--- config.mk ---
export PLATFORM = sky130hd
export DESIGN_NAME = gha_front
export DESIGN_NICKNAME = d
export VERILOG_FILES = /design/src/rtl/gha_pkg.sv /design/src/rtl/gha_front.sv
export SDC_FILE = /design/constraint.sdc
export NUM_CORES = 1
export LEC_CHECK = 0
export CELL_PAD_IN_SITES_DETAIL_PLACEMENT = 1
export CELL_PAD_IN_SITES_GLOBAL_PLACEMENT = 1
export CORE_AREA = 8 8 89 91
export DETAILED_ROUTE_END_ITERATION = 7
export DIE_AREA = 0 0 97 99
export DONT_BUFFER_PORTS = 1
export GPL_TIMING_DRIVEN = 1
export PLACE_DENSITY_LB_ADDON = 0.1
export SLEW_MARGIN = 10
export SYNTH_ARGS = -nofsm -noshare
export SYNTH_HDL_FRONTEND = slang
export SYNTH_SLANG_ARGS = --single-unit
--- constraint.sdc ---
create_clock -name clk -period 6 [get_ports clk]
set_clock_uncertainty 0.1 [all_clocks]
set_input_delay 1.2 -clock clk [delete_from_list [all_inputs] [get_ports clk]]
set_output_delay 1.2 -clock clk [all_outputs]
set_load 0.03 [all_outputs]
--- src/rtl/gha_pkg.sv ---
`timescale 1ns / 1ps

package gha_pkg;

	// default sizes
	localparam int DEF_SLOT_BITS = 10;
	localparam int DEF_GEN_BITS  = 16;
	localparam int DEF_AUX_SLOTS = 256;
	localparam int DEF_KIND_BITS = 16;

	// request command codes as seen on the port
	localparam logic [1:0] CMD_ALLOC  = 2'd0;
	localparam logic [1:0] CMD_FREE   = 2'd1;
	localparam logic [1:0] CMD_LOOKUP = 2'd2;

	// response status codes
	localparam logic [2:0] ST_OK       = 3'd0;
	localparam logic [2:0] ST_FULL     = 3'd1;
	localparam logic [2:0] ST_STALE    = 3'd2;
	localparam logic [2:0] ST_AUX_EXH  = 3'd3;
	localparam logic [2:0] ST_AUX_IDLE = 3'd4;

	// decoded operation
	typedef enum logic [1:0] {
		OP_ALLOC,
		OP_FREE,
		OP_LOOKUP,
		OP_BAD
	} op_t;

	// control word carried from front to back
	typedef struct packed {
		op_t  op;
		logic wants_aux;
	} ctl_t;

endpackage

--- src/rtl/gha_front.sv ---
`timescale 1ns / 1ps

module gha_front #(
	parameter int HW = 26,
	parameter int KIND_BITS = 16
) (
	input  logic                clk,
	input  logic                arst_n,
	input  logic                req_valid,
	output logic                req_ready,
	input  logic [1:0]          cmd,
	input  logic [HW-1:0]       handle,
	input  logic [KIND_BITS-1:0] kind,
	input  logic                wants_aux,
	output logic                q_valid,
	input  logic                q_pop,
	output gha_pkg::ctl_t       q_ctl,
	output logic [HW-1:0]       q_handle,
	output logic [KIND_BITS-1:0] q_kind
);
	import gha_pkg::*;

	ctl_t                 ctl_q    [2];
	logic [HW-1:0]        handle_q [2];
	logic [KIND_BITS-1:0] kind_q   [2];
	logic                 wr_ptr_q;
	logic                 rd_ptr_q;
	logic [1:0]           count_q;
	ctl_t                 ctl_in;
	logic                 push;

	// classify the command
	always_comb begin
		ctl_in.wants_aux = wants_aux;
		case (cmd)
			CMD_ALLOC:  ctl_in.op = OP_ALLOC;
			CMD_FREE:   ctl_in.op = OP_FREE;
			CMD_LOOKUP: ctl_in.op = OP_LOOKUP;
			default:    ctl_in.op = OP_BAD;
		endcase
	end

	assign req_ready = (count_q != 2'd2);
	assign push      = req_valid && req_ready;
	assign q_valid   = (count_q != 2'd0);
	assign q_ctl     = ctl_q[rd_ptr_q];
	assign q_handle  = handle_q[rd_ptr_q];
	assign q_kind    = kind_q[rd_ptr_q];

	always_ff @(posedge clk) begin
		if (push) begin
			ctl_q[wr_ptr_q]    <= ctl_in;
			handle_q[wr_ptr_q] <= handle;
			kind_q[wr_ptr_q]   <= kind;
		end
	end

	always_ff @(posedge clk or negedge arst_n) begin
		if (!arst_n) begin
			wr_ptr_q <= 1'b0;
			rd_ptr_q <= 1'b0;
			count_q  <= 2'd0;
		end else begin
			if (push) wr_ptr_q <= ~wr_ptr_q;
			if (q_pop) rd_ptr_q <= ~rd_ptr_q;
			case ({push, q_pop})
				2'b10:   count_q <= count_q + 2'd1;
				2'b01:   count_q <= count_q - 2'd1;
				default: count_q <= count_q;
			endcase
		end
	end

endmodule

==> summary by stage <==
Route
For this run, the detailed router's first-pass iteration total came to 4. The top layer used by detailed routing is met4. The met2 wire length is between 3000 and 4000 um. The routed wire length is around 5900 um.

In the routed layout, each cell is associated on average with a via count of ~5.4. The mean routed wirelength per cell is 23.7 um. The first routing iteration left just over 60 violations. The detail route stage leaves a number of antenna-violating nets equal to 0. Across all layers, the routed design uses ~1300 vias.

The detailed router put a total of 2030 um of wire on met1. In the routed design, unresolved DRC markers number 0. The routed wire length on met3 is about 640 um.

Clock network
The total CTS buffers is 9. At the later pin of the worst-skew pair, clock insertion delay measures roughly 0.33 ns. After clock tree synthesis, the setup repair step added 0 buffers. The clock tree from TritonCTS is built. Clock-pin slew was measured on the worst setup and hold paths at around 0.07 ns.

Counting every sink on the clock net gives between 90 and 100. The number of gates resized after cts is 0. The H-tree generated during clock tree synthesis spans 3 levels.

The number of buffers inserted for hold repair after clock tree synthesis is 0. In this run the clock root is driven by a sky130_fd_sc_hd__clkbuf_8. The largest buffer count on any clock path is 2.

Yosys
The total nets after synthesis is 208. The register bit count reported by yosys is between 90 and 100. In the synthesized netlist, the number of instances is 158.

The mean cell area of the mapped netlist is 23.0 sq um. The post-synthesis sequential area ratio is about three quarters. Synthesis instantiated 15 different standard cells from the library. Yosys printed 0 warnings. The total standard cell area after synthesis is approximately 0.0036 sq mm.

Floorplan
In this run the vertical extent of the chip is 99 um. After floorplanning, the core was sized to cover roughly 0.0066 sq mm. The horizontal die dimension is between 90 and 100 um. The die covers a little under 0.01 sq mm.

In this run the core area contains 30 standard-cell rows. The initial cell density of the core is approximately 55%. The number of top-level design ports is 96.

Worst hold path
In this run the worst hold path is classified as flop to flop. Along the worst hold path, the cell count comes to 1.

Timing
The hold violation total from the final report was 0. The worst path uses between 50% and 60% of the clock period. The worst path in the final design needs a cycle of 3.44 ns, including I/O delays and setup. Setup violations remaining at the end of the flow were counted as 0. The post-route worst hold slack is 0.391 ns. The worst path meets setup with ~2.6 ns of slack. The tightest slew margin relative to the limit is between 30% and 40%. At the pin with the least slew margin, the transition time is just over 1 ns. Timing would allow up to between 200 and 300 MHz.

The final-report max-slew violation count is 0. In the final timing run, aggregate negative setup slack is 0 ns. Setup repair after global routing left no endpoint under its margin.

Critical path
The number of cells on the worst reg-to-reg path is 4. STA classifies the critical path endpoint as an output port. The worst endpoint required time is 4.70 ns. The startpoint class of the critical path is a flop.

By startpoint and endpoint, the worst setup path is classified as flop to output port. Data on the critical path arrives at its endpoint at approximately 2.1 ns. Of all nets on the critical path, the largest fanout is 25.

Global route
The via count of the first global-routing pass is between 1500 and 2000. In the global route stage, overall resource usage came out at between 10% and 20%. The initial antenna violation count is 0. Global routing finished with a remaining overflow of 0.

The first global-routing pass estimated 8680 um of wire. The maximum number of pins on one net before global-route repair is 46.

Finish
The number of filler cells placed in the layout is 538. The fraction of final layout cells sized beyond drive strength 1 is ~36%. In the layout the commonest cells are sky130_fd_sc_hd__edfxtp_1 (90), sky130_fd_sc_hd__mux2_4 (39), sky130_fd_sc_hd__clkbuf_8 (9). The area growth from synthesis to layout is 4.78%.

The number of nets in the finished design is around 210. The share of the core filled with cells is 58.1%. The number of antenna repair diodes is 0.

Leaving out fill and tap cells, the most frequent cell in the layout is sky130_fd_sc_hd__edfxtp_1.

Pwr
The worst-case vdd ir drop is 0.341 mV. The total power consumption of the routed design is ~2100 uW. The power per unit of standard cell area is approximately 540 mW/mm^2. Summed over all cells, the static leakage comes to around 0.0014 uW.

Run
Across the run, the number of max-cap violations was 0.

Placed design
The number of port buffers is 0. The HPWL after detailed placement is around 4300 um. OpenSTA, run right after detailed placement, puts the worst setup slack at around 2.9 ns. The final RePlAce weighted congestion is 0.666.

Outcome
The run finished with clean final reports.
## critical path, stage by stage (launching register included)
cell,delay (ns)
sky130_fd_sc_hd__dfrtp_2,0.79
sky130_fd_sc_hd__buf_4,0.52
sky130_fd_sc_hd__mux2_2,0.48
## metrics by stage
| stage | std cells | cell area [sq um] |
|---|---|---|
| 2_1_floorplan | 158 | 3640 |
| 5_1_grt | 248 | 3810 |
| 6_report | 248 | 3810 |
| 3_3_place_gp | 233 | 3670 |
| 4_1_cts | 248 | 3810 |
| 3_5_place_dp | 233 | 3670 |
## synthesized netlist by cell type
cell                       number  area, sq um
sky130_fd_sc_hd__edfxtp_1      90         2700
sky130_fd_sc_hd__mux2_4        39          586
sky130_fd_sc_hd__mux2_2         6         67.6
sky130_fd_sc_hd__buf_12         4         80.1
sky130_fd_sc_hd__dfrtp_1        4          100
sky130_fd_sc_hd__xnor2_1        3         26.3
sky130_fd_sc_hd__clkbuf_1       2         7.51
sky130_fd_sc_hd__nor2_1         2         7.51
sky130_fd_sc_hd__xor2_1         2         17.5
sky130_fd_sc_hd__and3_1         1         6.26
sky130_fd_sc_hd__buf_6          1         11.3
sky130_fd_sc_hd__ha_1           1         12.5
sky130_fd_sc_hd__nand2_1        1         3.75
sky130_fd_sc_hd__nand2b_1       1         6.26
sky130_fd_sc_hd__or2_2          1         6.26
## layer usage
layer | track usage, % | vias up
li1 | - | 619
met1 | 10.7 | 660
met2 | 21.4 | 57
met3 | 6.72 | 9
met4 | 6.04 | 0
met5 | 0 | -
## power breakdown
part | switching (uW) | total, uW | internal, uW
sequential | 82.8 | 983 | 901
combinational | 495 | 757 | 263
clock | 180 | 326 | 145
total | 758 | 2070 | 1310
## logic make-up (layout without fill, tap and decap cells)
group	count (synthesis)	count (layout)	share of synthesized area (%)
xor+xnor	5	5	1.20
mux	45	45	17.9
flops	94	94	77.0
buf+inv	7	17	2.71
simple gates	6	6	0.825
fa+ha+maj	1	1	0.344
## state kept, by name, indices dropped and copies added (netlist names)
| signal | count |
|---|---|
| count_q | 2 |
| wr_ptr_q | 1 |
| kind_q | 32 |
| handle_q | 52 |
| ctl_q | 6 |
| rd_ptr_q | 1 |
## final cells by class
type / instances / area, sq um / area share, %
tap: 80 / 100 / 2.62
timing repair buffer: 2 / 15.0 / 0.394
multi-input combinational: 57 / 748 / 19.6
sequential: 94 / 2800 / 73.5
clock buffer: 12 / 135 / 3.54
clock inverter: 3 / 12.5 / 0.328
## final timing paths
path,from,endpoint,slack [ns]
min in group asynchronous,arst_n,rd_ptr_q,0.45
min,count_q[1],count_q[1],0.39
max,rd_ptr_q,q_kind[14],2.56
max reg2reg,count_q[0],handle_q[0][12],3.57
max in group asynchronous,arst_n,rd_ptr_q,5.27
min reg2reg,count_q[1],count_q[1],0.39
(Power assumes the default switching activity.)
